===== src/hdl/bsc_pkg.sv =====
// Shared sizes, types and command codes of the Banker's safety check.
`default_nettype none

package bsc_pkg;

  // Problem size.
  localparam int unsigned PROCS     = 8;
  localparam int unsigned RESOURCES = 4;

  // Derived index widths and table depth.
  localparam int unsigned PW    = (PROCS > 1) ? $clog2(PROCS) : 1;
  localparam int unsigned RW    = (RESOURCES > 1) ? $clog2(RESOURCES) : 1;
  localparam int unsigned DEPTH = PROCS * RESOURCES;
  localparam int unsigned AW    = (DEPTH > 1) ? $clog2(DEPTH) : 1;
  localparam int unsigned CW    = $clog2(PROCS + 1);

  // Field and datapath widths.
  localparam int unsigned CMD_W   = 2;
  localparam int unsigned PIDX_W  = 3;
  localparam int unsigned RIDX_W  = 2;
  localparam int unsigned CNT_W   = 16;
  localparam int unsigned WORK_W  = 20;
  localparam int unsigned SEQ_W   = 3;

  // Commands carried in the input tuser.
  typedef enum logic [CMD_W-1:0] {
    CMD_LOAD_CELL  = 2'd0,
    CMD_LOAD_AVAIL = 2'd1,
    CMD_CHECK      = 2'd2
  } cmd_e;

  // Verdict codes of a result.
  localparam logic VERDICT_SAFE   = 1'b0;
  localparam logic VERDICT_UNSAFE = 1'b1;

  // Available vector, one count per resource.
  typedef logic [RESOURCES-1:0][CNT_W-1:0] avail_vec_t;

  // One write into the claim and allocation tables.
  typedef struct packed {
    logic              en;
    logic [AW-1:0]     addr;
    logic [CNT_W-1:0]  claim;
    logic [CNT_W-1:0]  alloc;
  } tbl_wr_t;

endpackage

`default_nettype wire


===== src/hdl/bsc_tables.sv =====
// Claim and allocation tables with per-entry valid bits and a registered read port.
`default_nettype none

module bsc_tables (
  input  wire logic                         clk_i,
  input  wire logic                         rst_ni,
  input  wire bsc_pkg::tbl_wr_t             wr_i,
  input  wire logic [bsc_pkg::AW-1:0]       rd_addr_i,
  output logic      [bsc_pkg::CNT_W-1:0]    rd_claim_o,
  output logic      [bsc_pkg::CNT_W-1:0]    rd_alloc_o
);

  logic [bsc_pkg::CNT_W-1:0] claim_mem [bsc_pkg::DEPTH];
  logic [bsc_pkg::CNT_W-1:0] alloc_mem [bsc_pkg::DEPTH];
  logic [bsc_pkg::DEPTH-1:0] valid_q;
  logic [bsc_pkg::CNT_W-1:0] claim_q;
  logic [bsc_pkg::CNT_W-1:0] alloc_q;
  logic                      rd_valid_q;

  // Memory write and registered read.
  always_ff @(posedge clk_i) begin
    if (wr_i.en) begin
      claim_mem[wr_i.addr] <= wr_i.claim;
      alloc_mem[wr_i.addr] <= wr_i.alloc;
    end
    claim_q <= claim_mem[rd_addr_i];
    alloc_q <= alloc_mem[rd_addr_i];
  end

  // Valid bits make never-written entries read as zero after reset.
  always_ff @(posedge clk_i or negedge rst_ni) begin
    if (!rst_ni) begin
      valid_q    <= '0;
      rd_valid_q <= 1'b0;
    end else begin
      if (wr_i.en) begin
        valid_q[wr_i.addr] <= 1'b1;
      end
      rd_valid_q <= valid_q[rd_addr_i];
    end
  end

  assign rd_claim_o = rd_valid_q ? claim_q : '0;
  assign rd_alloc_o = rd_valid_q ? alloc_q : '0;

endmodule

`default_nettype wire


===== src/hdl/bsc_alu.sv =====
// Shared arithmetic unit: need-fits compare and saturating release add.
`default_nettype none

module bsc_alu (
  input  wire logic [bsc_pkg::CNT_W-1:0]  claim_i,
  input  wire logic [bsc_pkg::CNT_W-1:0]  alloc_i,
  input  wire logic [bsc_pkg::WORK_W-1:0] work_i,
  output logic                            fits_o,
  output logic      [bsc_pkg::WORK_W-1:0] sum_o
);

  logic [bsc_pkg::CNT_W-1:0]  need;
  logic [bsc_pkg::WORK_W:0]   sum_wide;

  // Need is clamped at zero when the allocation exceeds the claim.
  always_comb begin
    need   = (claim_i > alloc_i) ? (claim_i - alloc_i) : '0;
    fits_o = (bsc_pkg::WORK_W'(need) <= work_i);
  end

  // Work entries saturate at their full range.
  always_comb begin
    sum_wide = (bsc_pkg::WORK_W + 1)'(work_i) + (bsc_pkg::WORK_W + 1)'(alloc_i);
    sum_o    = sum_wide[bsc_pkg::WORK_W] ? '1 : sum_wide[bsc_pkg::WORK_W-1:0];
  end

endmodule

`default_nettype wire


===== src/hdl/bsc_ctrl.sv =====
// Sequencer that walks processes and resources through the shared unit and emits results.
`default_nettype none

module bsc_ctrl (
  input  wire logic                          clk_i,
  input  wire logic                          rst_ni,
  input  wire logic                          start_i,
  input  wire bsc_pkg::avail_vec_t           avail_i,
  output logic      [bsc_pkg::AW-1:0]        rd_addr_o,
  input  wire logic [bsc_pkg::CNT_W-1:0]     rd_claim_i,
  input  wire logic [bsc_pkg::CNT_W-1:0]     rd_alloc_i,
  output logic                               idle_o,
  output logic                               m_axis_tvalid,
  input  wire logic                          m_axis_tready,
  output logic      [7:0]                    m_axis_tdata,  // [2:0] seq_proc
  output logic      [0:0]                    m_axis_tuser,  // [0] verdict
  output logic                               m_axis_tlast
);

  typedef enum logic [2:0] {
    ST_IDLE,
    ST_FIT_RD,
    ST_FIT_CMP,
    ST_REL_RD,
    ST_REL_ADD,
    ST_NEXT,
    ST_EMIT
  } state_e;

  localparam logic [bsc_pkg::PW-1:0] P_LAST = bsc_pkg::PW'(bsc_pkg::PROCS - 1);
  localparam logic [bsc_pkg::RW-1:0] R_LAST = bsc_pkg::RW'(bsc_pkg::RESOURCES - 1);
  localparam logic [bsc_pkg::CW-1:0] C_FULL = bsc_pkg::CW'(bsc_pkg::PROCS);

  state_e                           state_q;
  logic [bsc_pkg::PW-1:0]           p_q;
  logic [bsc_pkg::RW-1:0]           r_q;
  logic [bsc_pkg::CW-1:0]           count_q;
  logic [bsc_pkg::PROCS-1:0]        done_q;
  logic                             found_q;
  logic [bsc_pkg::WORK_W-1:0]       work_q [bsc_pkg::RESOURCES];
  logic [bsc_pkg::PW-1:0]           order_q [bsc_pkg::PROCS];
  logic [bsc_pkg::PW-1:0]           emit_idx_q;
  logic                             valid_q;
  logic                             verdict_q;
  logic                             last_q;
  logic [bsc_pkg::SEQ_W-1:0]        seq_q;
  logic                             fits;
  logic [bsc_pkg::WORK_W-1:0]       sum;
  logic                             rel_done;

  // Table address of the current process and resource.
  assign rd_addr_o = bsc_pkg::AW'(p_q) * bsc_pkg::AW'(bsc_pkg::RESOURCES)
                   + bsc_pkg::AW'(r_q);

  bsc_alu u_alu (
    .claim_i (rd_claim_i),
    .alloc_i (rd_alloc_i),
    .work_i  (work_q[r_q]),
    .fits_o  (fits),
    .sum_o   (sum)
  );

  assign rel_done = (state_q == ST_REL_ADD) && (r_q == R_LAST);

  // Safe sequence buffer, written when a process finishes.
  always_ff @(posedge clk_i) begin
    if (rel_done) begin
      order_q[count_q[bsc_pkg::PW-1:0]] <= p_q;
    end
  end

  // Sequencer state and registered result word.
  always_ff @(posedge clk_i or negedge rst_ni) begin
    if (!rst_ni) begin
      state_q    <= ST_IDLE;
      p_q        <= '0;
      r_q        <= '0;
      count_q    <= '0;
      done_q     <= '0;
      found_q    <= 1'b0;
      emit_idx_q <= '0;
      valid_q    <= 1'b0;
      verdict_q  <= bsc_pkg::VERDICT_SAFE;
      last_q     <= 1'b0;
      seq_q      <= '0;
      for (int i = 0; i < bsc_pkg::RESOURCES; i++) begin
        work_q[i] <= '0;
      end
    end else begin
      case (state_q)
        ST_IDLE: begin
          if (start_i) begin
            for (int i = 0; i < bsc_pkg::RESOURCES; i++) begin
              work_q[i] <= bsc_pkg::WORK_W'(avail_i[i]);
            end
            done_q  <= '0;
            count_q <= '0;
            found_q <= 1'b0;
            p_q     <= '0;
            r_q     <= '0;
            state_q <= ST_FIT_RD;
          end
        end
        ST_FIT_RD: begin
          state_q <= done_q[p_q] ? ST_NEXT : ST_FIT_CMP;
        end
        ST_FIT_CMP: begin
          if (!fits) begin
            r_q     <= '0;
            state_q <= ST_NEXT;
          end else if (r_q == R_LAST) begin
            r_q     <= '0;
            state_q <= ST_REL_RD;
          end else begin
            r_q     <= r_q + 1'b1;
            state_q <= ST_FIT_RD;
          end
        end
        ST_REL_RD: begin
          state_q <= ST_REL_ADD;
        end
        ST_REL_ADD: begin
          work_q[r_q] <= sum;
          if (r_q == R_LAST) begin
            done_q[p_q] <= 1'b1;
            count_q     <= count_q + 1'b1;
            found_q     <= 1'b1;
            r_q         <= '0;
            state_q     <= ST_NEXT;
          end else begin
            r_q     <= r_q + 1'b1;
            state_q <= ST_REL_RD;
          end
        end
        ST_NEXT: begin
          if (p_q != P_LAST) begin
            p_q     <= p_q + 1'b1;
            state_q <= ST_FIT_RD;
          end else if (count_q == C_FULL) begin
            // Every process finished: stream the safe sequence.
            emit_idx_q <= '0;
            valid_q    <= 1'b1;
            verdict_q  <= bsc_pkg::VERDICT_SAFE;
            seq_q      <= bsc_pkg::SEQ_W'(order_q[0]);
            last_q     <= (P_LAST == '0);
            state_q    <= ST_EMIT;
          end else if (found_q) begin
            p_q     <= '0;
            found_q <= 1'b0;
            state_q <= ST_FIT_RD;
          end else begin
            // A pass finished nothing: one unsafe word.
            valid_q   <= 1'b1;
            verdict_q <= bsc_pkg::VERDICT_UNSAFE;
            seq_q     <= '0;
            last_q    <= 1'b1;
            state_q   <= ST_EMIT;
          end
        end
        ST_EMIT: begin
          if (m_axis_tready) begin
            if (last_q) begin
              valid_q <= 1'b0;
              last_q  <= 1'b0;
              state_q <= ST_IDLE;
            end else begin
              emit_idx_q <= emit_idx_q + 1'b1;
              seq_q      <= bsc_pkg::SEQ_W'(order_q[emit_idx_q + 1'b1]);
              last_q     <= ((emit_idx_q + 1'b1) == P_LAST);
            end
          end
        end
        default: begin
          state_q <= ST_IDLE;
        end
      endcase
    end
  end

  assign idle_o        = (state_q == ST_IDLE);
  assign m_axis_tvalid = valid_q;
  assign m_axis_tdata  = 8'(seq_q);
  assign m_axis_tuser  = verdict_q;
  assign m_axis_tlast  = last_q;

  // A result word is shown only while results are being streamed.
  assert property (@(posedge clk_i) disable iff (!rst_ni)
    m_axis_tvalid |-> (state_q == ST_EMIT))
    else $error("result word outside emit state");

  // The finish count tracks the finished-process flags.
  assert property (@(posedge clk_i) disable iff (!rst_ni)
    $countones(done_q) == int'(count_q))
    else $error("finish count disagrees with done flags");

  // A check starts only from idle.
  assert property (@(posedge clk_i) disable iff (!rst_ni)
    start_i |-> (state_q == ST_IDLE))
    else $error("check started while busy");

  // An unsafe verdict is a single final word with process zero.
  assert property (@(posedge clk_i) disable iff (!rst_ni)
    (m_axis_tvalid && (m_axis_tuser[0] == bsc_pkg::VERDICT_UNSAFE))
      |-> (m_axis_tlast && (m_axis_tdata == '0)))
    else $error("malformed unsafe word");

  // A finished process is never released again in the same check.
  assert property (@(posedge clk_i) disable iff (!rst_ni)
    (state_q == ST_REL_RD) |-> !done_q[p_q])
    else $error("finished process released twice");

endmodule

`default_nettype wire


===== src/hdl/bankers_safety_check_top.sv =====
// Top level of the Banker's algorithm safety check: load decode, available vector, sequencer.
//
//   Channel   Direction  Word contents (low bit first)
//   s_axis    in         tuser: cmd; tdata: proc_index, res_index, max_claim,
//                        allocated, avail_value
//   m_axis    out        tuser: verdict; tdata: seq_proc; tlast: last
//
// Load words are taken while idle and s_axis_tready stays high between them.
// A check holds s_axis_tready low until its last result word has left. On
// each pass an unfinished process has its resources read and compared one at
// a time before the sweep advances, a finished one is read and skipped, and
// each process releases once with a read and an add per resource, all through
// the single table read port and the shared arithmetic unit.
// Results leave one per m_axis handshake; a stalled output just holds.
// Reset clears the table valid bits, available counts and the sequencer.
`default_nettype none

module bankers_safety_check_top (
  input  wire logic        clk_i,
  input  wire logic        rst_ni,
  input  wire logic        s_axis_tvalid,
  output logic             s_axis_tready,
  // [2:0] proc_index, [4:3] res_index, [20:5] max_claim, [36:21] allocated,
  // [52:37] avail_value
  input  wire logic [55:0] s_axis_tdata,
  input  wire logic [1:0]  s_axis_tuser,  // [1:0] cmd
  output logic             m_axis_tvalid,
  input  wire logic        m_axis_tready,
  output logic      [7:0]  m_axis_tdata,  // [2:0] seq_proc
  output logic      [0:0]  m_axis_tuser,  // [0] verdict
  output logic             m_axis_tlast
);

  logic                             accept;
  logic                             idle;
  logic [bsc_pkg::PIDX_W-1:0]       proc_idx;
  logic [bsc_pkg::RIDX_W-1:0]       res_idx;
  logic [bsc_pkg::CNT_W-1:0]        max_claim;
  logic [bsc_pkg::CNT_W-1:0]        allocated;
  logic [bsc_pkg::CNT_W-1:0]        avail_value;
  logic                             proc_ok;
  logic                             res_ok;
  logic                             start;
  logic                             avail_we;
  bsc_pkg::tbl_wr_t                 tbl_wr;
  bsc_pkg::avail_vec_t              avail_q;
  logic [bsc_pkg::AW-1:0]           rd_addr;
  logic [bsc_pkg::CNT_W-1:0]        rd_claim;
  logic [bsc_pkg::CNT_W-1:0]        rd_alloc;

  // Unpack the input word.
  assign proc_idx    = s_axis_tdata[2:0];
  assign res_idx     = s_axis_tdata[4:3];
  assign max_claim   = s_axis_tdata[20:5];
  assign allocated   = s_axis_tdata[36:21];
  assign avail_value = s_axis_tdata[52:37];

  assign s_axis_tready = idle;
  assign accept        = s_axis_tvalid && idle;

  // Out-of-range addresses are dropped.
  assign proc_ok = (5'(proc_idx) < 5'(bsc_pkg::PROCS));
  assign res_ok  = (4'(res_idx) < 4'(bsc_pkg::RESOURCES));

  // Command decode.
  always_comb begin
    tbl_wr.en    = 1'b0;
    tbl_wr.addr  = bsc_pkg::AW'(bsc_pkg::PW'(proc_idx)) * bsc_pkg::AW'(bsc_pkg::RESOURCES)
                 + bsc_pkg::AW'(bsc_pkg::RW'(res_idx));
    tbl_wr.claim = max_claim;
    tbl_wr.alloc = allocated;
    avail_we     = 1'b0;
    start        = 1'b0;
    if (accept) begin
      case (bsc_pkg::cmd_e'(s_axis_tuser))
        bsc_pkg::CMD_LOAD_CELL:  tbl_wr.en = proc_ok && res_ok;
        bsc_pkg::CMD_LOAD_AVAIL: avail_we  = res_ok;
        bsc_pkg::CMD_CHECK:      start     = 1'b1;
        default: ;
      endcase
    end
  end

  // Available counts.
  always_ff @(posedge clk_i or negedge rst_ni) begin
    if (!rst_ni) begin
      avail_q <= '0;
    end else if (avail_we) begin
      avail_q[bsc_pkg::RW'(res_idx)] <= avail_value;
    end
  end

  bsc_tables u_tables (
    .clk_i      (clk_i),
    .rst_ni     (rst_ni),
    .wr_i       (tbl_wr),
    .rd_addr_i  (rd_addr),
    .rd_claim_o (rd_claim),
    .rd_alloc_o (rd_alloc)
  );

  bsc_ctrl u_ctrl (
    .clk_i         (clk_i),
    .rst_ni        (rst_ni),
    .start_i       (start),
    .avail_i       (avail_q),
    .rd_addr_o     (rd_addr),
    .rd_claim_i    (rd_claim),
    .rd_alloc_i    (rd_alloc),
    .idle_o        (idle),
    .m_axis_tvalid (m_axis_tvalid),
    .m_axis_tready (m_axis_tready),
    .m_axis_tdata  (m_axis_tdata),
    .m_axis_tuser  (m_axis_tuser),
    .m_axis_tlast  (m_axis_tlast)
  );

endmodule

`default_nettype wire

===== config.mk =====
export PLATFORM = sky130hd
export DESIGN_NAME = bankers_safety_check_top
export DESIGN_NICKNAME = d
export VERILOG_FILES = /design/src/hdl/bsc_pkg.sv /design/src/hdl/bsc_tables.sv /design/src/hdl/bsc_alu.sv /design/src/hdl/bsc_ctrl.sv /design/src/hdl/bankers_safety_check_top.sv
export SDC_FILE = /design/constraint.sdc
export NUM_CORES = 2
export LEC_CHECK = 0
export BUFFER_PORTS_ARGS = -buffer_cell sky130_fd_sc_hd__buf_2
export CAP_MARGIN = 0
export CELL_PAD_IN_SITES_DETAIL_PLACEMENT = 1
export CELL_PAD_IN_SITES_GLOBAL_PLACEMENT = 2
export CORE_MARGIN = 5
export CORE_UTILIZATION = 35
export DETAILED_ROUTE_END_ITERATION = 10
export GPL_TIMING_DRIVEN = 0
export PLACE_DENSITY = 0.68
export SLEW_MARGIN = 20
export SYNTH_ARGS = -nofsm -noshare
export SYNTH_HDL_FRONTEND = slang
export SYNTH_SLANG_ARGS = --single-unit

===== constraint.sdc =====
create_clock -name clk_i -period 6.4 [get_ports clk_i]
set_clock_uncertainty 0.2 [all_clocks]
set_input_delay 0 -clock clk_i [delete_from_list [all_inputs] [get_ports clk_i]]
set_output_delay 0 -clock clk_i [all_outputs]
set_load 0.01 [all_outputs]

# Yosys cells after proc, flatten, opt, wreduce, memory -nomap -nowiden
# Memories as Yosys holds them, arrays and structs flattened. A register that Yosys moved wholly into a read port is not among the register bits.
# Index checks and enable logic that the tools add are counted.
# word_totals
output_inout_bits	12
word_cells	181
n_memories	3
ff_bits	207
ram_bits	1048
# memory_table
name	depth	width	rd	rd_ports_with_merged_regs	wr	line	rtl
u_tables.alloc_mem	32	16	1	1	1	bsc_tables.sv:14	logic [bsc_pkg::CNT_W-1:0] alloc_mem [bsc_pkg::DEPTH];
u_tables.claim_mem	32	16	1	1	1	bsc_tables.sv:13	logic [bsc_pkg::CNT_W-1:0] claim_mem [bsc_pkg::DEPTH];
u_ctrl.order_q	8	3	2	0	1	bsc_ctrl.sv:41	logic [bsc_pkg::PW-1:0] order_q [bsc_pkg::PROCS];
# op_classes
n_lt_le_gt_ge	11
n_bitwise	4
n_mux	86
reduce_logical	24
addsub	8
eq_ne	24
# op_table
operator	n
$pmux 80 s2	1
$bwmux 80	1
$mux 20	4
$mux 80	1
$mux 3	22
$bwmux 64	1
$mux 16	4
$bmux 20 s2	1
$demux 20 s2	1
$demux 16 s2	1
$or 32x32->32	1
$mux 1	27
$add 20x16->21	1
$pmux 3 s7	1
$le 16x20->1	1
$reduce_and 5->1	4
$pmux 3 s2	3
$gt 16x16->1	1
$mux 8	2
$pmux 8 s2	1
$sub 16x16->16	1
$eq 3x3->1 const B	4
$lt 5x6->1 const B	2
$ne 2x2->1 const B	6
other kinds (41)	65

# Logic depth before layout (Yosys ltp)
# depth
depth_word	8
mapped_depth	20
mapped_depth_nobuf	18

# Cells and area by module
# Synthesis repeated with hierarchy kept, for this count alone.
# unflattened
hier_cells	3493
hier_area_um2	53425.0
# modules_own_cells
mod	seq_area_each_um2	area_each_um2	cells_per_inst	instances
bsc_tables	32215.9	42070.3	2399	1
bsc_ctrl	3473.3	6472.5	604	1
bankers_safety_check_top	1601.5	2499.9	142	1
bsc_alu	0.0	2382.3	348	1

# Worst setup path before layout
# OpenSTA, ideal clock, no wires.
# synth_path
path_type	register to register
startpoint	reg u_tables.rd_valid_q
endpoint	reg u_ctrl.state_q[2]
stages_incl_launch_ff	21
setup_time_ns	0.120
arrival_time_ns	4.110
n_path_buf	2
path_slack_ns	1.970
path_cell_list	dfrtp_1 -> clkbuf_1 -> nand2_1 -> ha_1 -> fa_1 -> nor2b_4 -> o311a_4 -> a211oi_2 -> a31oi_2 -> o31ai_4 -> a211o_2 -> buf_4 -> nor2_1 -> ha_1 -> a21oi_1 -> o21a_1 -> o211ai_1 -> o21a_1 -> o311ai_1 -> nand2_1 -> a31o_2
# synth_via
elab_chain_len	6
elab_cells_between_ends	8
classes_between	add/sub (1); order compare (2); mux (5)
# synth_lines
element	line	rtl
from (decl)	bsc_tables.sv:18	logic rd_valid_q;
from (signal assigned)	bsc_tables.sv:39	rd_valid_q <= valid_q[rd_addr_i];
$mux 16, on equally long branches	bsc_tables.sv:43, bsc_tables.sv:44	
$sub 16x16->16 / $gt 16x16->1 (equally long branches)	bsc_alu.sv:17	need = (claim_i > alloc_i) ? (claim_i - alloc_i) : '0;
$mux 16 (*)	bsc_alu.sv:17	
$le 16x20->1 (*)	bsc_alu.sv:18	fits_o = (bsc_pkg::WORK_W'(need) <= work_i);
$mux 3 (*)	bsc_ctrl.sv:108	if (!fits) begin
$pmux 3 s7 (*)	bsc_ctrl.sv:90	case (state_q)
to (signal assigned)	bsc_ctrl.sv:105	state_q <= done_q[p_q] ? ST_NEXT : ST_FIT_CMP;
to (decl)	bsc_ctrl.sv:34	state_e state_q;
# Every way passes the cells marked *; elsewhere a longest branch is shown, timed or not.
# A chain may end at the register's enable or synchronous reset.

# Worst setup path after layout
# layout_path
startpoint	reg u_tables.rd_valid_q
endpoint	reg u_ctrl.r_q[0] in the netlist's numbering
# layout_via
elab_chain_len	6
elab_cells_between_ends	8
classes_between	add/sub (1); order compare (2); mux (5)
# layout_lines
element	line	rtl
$mux 16, on equally long branches	bsc_tables.sv:43, bsc_tables.sv:44	
$sub 16x16->16 / $gt 16x16->1 (equally long branches)	bsc_alu.sv:17	
$mux 16 (*)	bsc_alu.sv:17	
$le 16x20->1 (*)	bsc_alu.sv:18	
$mux 2 (*)	bsc_ctrl.sv:108	
$pmux 2 s3 (*)	bsc_ctrl.sv:90	
to (signal assigned)	bsc_ctrl.sv:115	r_q <= r_q + 1'b1;
to (signal assigned)	bsc_ctrl.sv:131	r_q <= r_q + 1'b1;
to (decl)	bsc_ctrl.sv:36	logic [bsc_pkg::RW-1:0] r_q;
# Marked as above.

==> flow_summary.json <==
{
  "max-vdd-ir-drop_mv": 0.293,
  "synth_edf_count": 1048,
  "dr_wl_met2_um": 83600,
  "relSlewSlack_pct": 20.3,
  "cts_buffers": 139,
  "final.period_utilization_pct": 86.2,
  "ys_seq_area_share_pct": 72.4,
  "synth.largest_area_cell": "edfxtp_1",
  "whs_path_depth": 2,
  "combPwrFrac_pct": 29.5,
  "p_leak_nw": 21.2,
  "num_rows": 140,
  "antenna_found_initial": 9,
  "netlist_area_sq_um": 51500,
  "multi_input_area_sq_um": 13600,
  "hold_violations": 0,
  "hp-class": "in2reg",
  "avgSynthCellArea_sq_um": 18.2,
  "drc": 0,
  "grt_pass1_vias": 31400,
  "dp_hpwl_um": 116000,
  "yosysTopAreaCellShare_pct": 61.1,
  "seq_area_sq_um": 37300,
  "path_class": "reg2reg",
  "dp_cells": 4888,
  "fin_util_pct": 42.5,
  "cts.sinks": 1287,
  "cts_max_level": 4,
  "wl_met1_um": 67500,
  "setup_tns_ps": 0,
  "die_h_um": 393,
  "ctsResizeCount": 0,
  "dr.pass1.iters": 7,
  "drv_cap": 0,
  "synthFlopType": "edfxtp_1",
  "syn_to_final_growth_pct": 20.5,
  "synth_cells": 2821,
  "setup_slack_ps": 886,
  "start_kind": "register",
  "powerDensity_nw_per_um2": 421,
  "clkSlewWorstSetupHoldPaths_ps": 60,
  "finalNonFillerCells": 5228,
  "drive_gt1_share_pct": 26.7,
  "synth-seq-cells": 1287,
  "synthDistinctLibCells": 76,
  "initialDrtViolationCount": 2838,
  "nFillCells": 13900,
  "die_w_um": 393,
  "required_ps": 6900,
  "grt_pass1_wl_um": 237000,
  "outcome": "finished clean",
  "fmax_ghz": 0.181,
  "clock_path_buffers": 3,
  "synth.most_common_cell": "edfxtp_1",
  "highest_layer": "met4",
  "slew_viol_final": 0,
  "final_antenna_net_count": 0,
  "wl_per_cell_um": 32.1,
  "switchingPower_w": 0.00859,
  "cts_setup_buffers": 0,
  "ios": 74,
  "port_buffers": 65,
  "root_buffer": "clkbuf_16",
  "ys_warn_count": 0,
  "hold-worst-slack_ps": 72.8,
  "ys_async_sr_fraction_pct": 16.1,
  "grt_overflow": 0,
  "path_max_fanout": 10,
  "viasPerCell": 5.67,
  "power_frac_seq_pct": 39.4,
  "dp_slack_ps": 821,
  "internal_power_w": 0.0175,
  "grt_max_degree": 100,
  "wl_met3_um": 11800,
  "clk_latency_ps": 780,
  "gp_congestion": 0.833,
  "swShare_pct": 32.9,
  "vias": 29700,
  "grtUsageTotal_pct": 21.4,
  "worstSetupEndpointType": "register",
  "rr_worst_depth": 19,
  "rsz0062_at_grt": "false",
  "finalNetCount": 3315,
  "clock_power_share_pct": 31.0,
  "setup_viol": 0,
  "core_area_sq_um": 146000,
  "fin_crit_ps": 5510,
  "initial_core_util_pct": 35.3,
  "cts_tree": "done",
  "die-area_sq_um": 155000,
  "ys_top_cells_by_area": "edfxtp_1, mux4_2, dfrtp_1",
  "yosys-top-cells-count": "edfxtp_1, mux4_2, dfrtp_1",
  "worst_pin_slew_ps": 1200,
  "wirelength_um": 168000,
  "arrival_ps": 6010
}
timing repair:
action,CTS,global route
hold endpoints to repair,1515,0
hold buffers,81,0
endpoints found under the setup margin,0,0
cell families (layout without fill, tap and decap cells):
| group | after synthesis | in the layout | share of synthesized area (%) |
|---|---|---|---|
| other | 1 | 10 | 0.00729 |
| and+or+nand+nor | 499 | 499 | 4.76 |
| xor gates and xnor gates | 23 | 23 | 0.391 |
| AOI/OAI and AO/OA | 387 | 387 | 4.99 |
| buffers and inverters | 201 | 682 | 1.65 |
| DFF | 1287 | 1287 | 72.4 |
| adders and majority gates | 60 | 60 | 1.49 |
| muxes | 363 | 363 | 14.3 |
cells in the final DEF, fill, tap and decap left out, types with 12 or more instances in the layout:
cell type | netlist | routed
buf_2 | 38 | 105
xnor2_1 | 12 | 12
o21ai_0 | 46 | 46
clkbuf_16 | 0 | 142
dlygate4sd3_1 | 0 | 80
a211oi_1 | 21 | 21
inv_1 | 51 | 51
and3_1 | 29 | 29
dfxtp_1 | 32 | 32
o22ai_1 | 15 | 15
nor3_1 | 32 | 30
buf_12 | 0 | 18
clkinv_1 | 0 | 20
nor2_1 | 118 | 84
a21oi_1 | 96 | 96
clkinv_2 | 0 | 29
and2_1 | 20 | 20
nand2_1 | 144 | 144
a31oi_1 | 16 | 16
nand4_1 | 45 | 45
edfxtp_1 | 1048 | 1048
clkbuf_1 | 95 | 90
mux4_2 | 290 | 290
dfrtp_1 | 207 | 207
mux2_2 | 66 | 66
nand3_1 | 21 | 21
or2_2 | 34 | 34
nor2_4 | 0 | 32
clkbuf_2 | 0 | 28
ha_1 | 58 | 58
a22oi_1 | 135 | 135
buf_16 | 0 | 61
sequential cells by signal, indices dropped and copies added (netlist names):
name	cells
u_tables.claim_q	16
u_ctrl.p_q	3
u_ctrl.found_q	1
u_ctrl.state_q	3
u_ctrl.count_q	4
u_ctrl.r_q	2
u_tables.rd_valid_q	1
u_ctrl.done_q	8
u_ctrl.m_axis_tvalid	1
u_ctrl.order_q	24
u_ctrl.m_axis_tlast	1
u_ctrl.seq_q	3
u_tables.alloc_mem	512
u_ctrl.work_q	80
u_ctrl.emit_idx_q	3
u_ctrl.m_axis_tuser	1
avail_q	64
u_tables.alloc_q	16
u_tables.valid_q	32
u_tables.claim_mem	512
stage by stage:
step	instance area [sq um]	total power (W)
final	62000	0.0261
after global routing	62000	0.0272
after CTS	62000	0.0262
after detailed placement	56600	0.0181
after global placement	54200	0.0178
after floorplan	51500	0.0151
power by group through the flow:
stage          combinational, W  sequential (W)  clock, W
6_report                0.00770          0.0103   0.00809
5_1_grt                 0.00826          0.0103   0.00862
4_1_cts                 0.00774          0.0103   0.00822
3_5_place_dp            0.00766          0.0104         0
3_3_place_gp            0.00741          0.0104         0
2_1_floorplan           0.00497          0.0101         0
critical path: stages, from the launching register on:
cell and delay [ps]:
dfrtp_1 450, clkbuf_1 330, nand2_1 180, ha_1 410, nor2b_4 170, o311a_4 330, a211oi_2 430, a31oi_2 230
o31ai_4 240, a211o_2 240, buf_4 190, nor2_1 70, ha_1 310, a21oi_1 160, o21a_1 210, o211ai_1 110
o21a_1 190, o311ai_1 530, and3_1 320, a221o_1 160
routing by layer:
layer  up-vias  global-route usage [%]
met2      1261                    36.5
met4         0                    6.30
met5         -                       0
li1      12100                       -
met1     16000                    28.0
met3       290                    3.98
final cells by class:
cell class	count	area share, %
antenna	5	0.0202
clock buffer	176	6.11
multi-input combinational	1337	21.9
clock inverter	78	1.31
sequential	1287	60.1
buffer	150	1.12
timing repair buffer	227	5.18
inverter	51	0.309
tap	1917	3.87
worst paths after layout:
path                                                       from                                  end  slack, ps
worst max-delay path              u_tables.rd_valid_q$_DFF_PN0_            u_ctrl.r_q[0]$_DFFE_PN0P_        890
worst min-delay path                           s_axis_tdata[12]  u_tables.claim_mem[17][7]$_DFFE_PP_         70
worst max register to register    u_tables.rd_valid_q$_DFF_PN0_            u_ctrl.r_q[0]$_DFFE_PN0P_        890
worst min register to register  u_tables.valid_q[2]$_DFFE_PN0P_      u_tables.valid_q[2]$_DFFE_PN0P_        260
max in group asynchronous                                rst_ni     u_tables.valid_q[21]$_DFFE_PN0P_       4660
min in group asynchronous                                rst_ni        u_ctrl.work_q[59]$_DFFE_PN0P_        160
No activity file was read; power rests on OpenSTA's default activity.
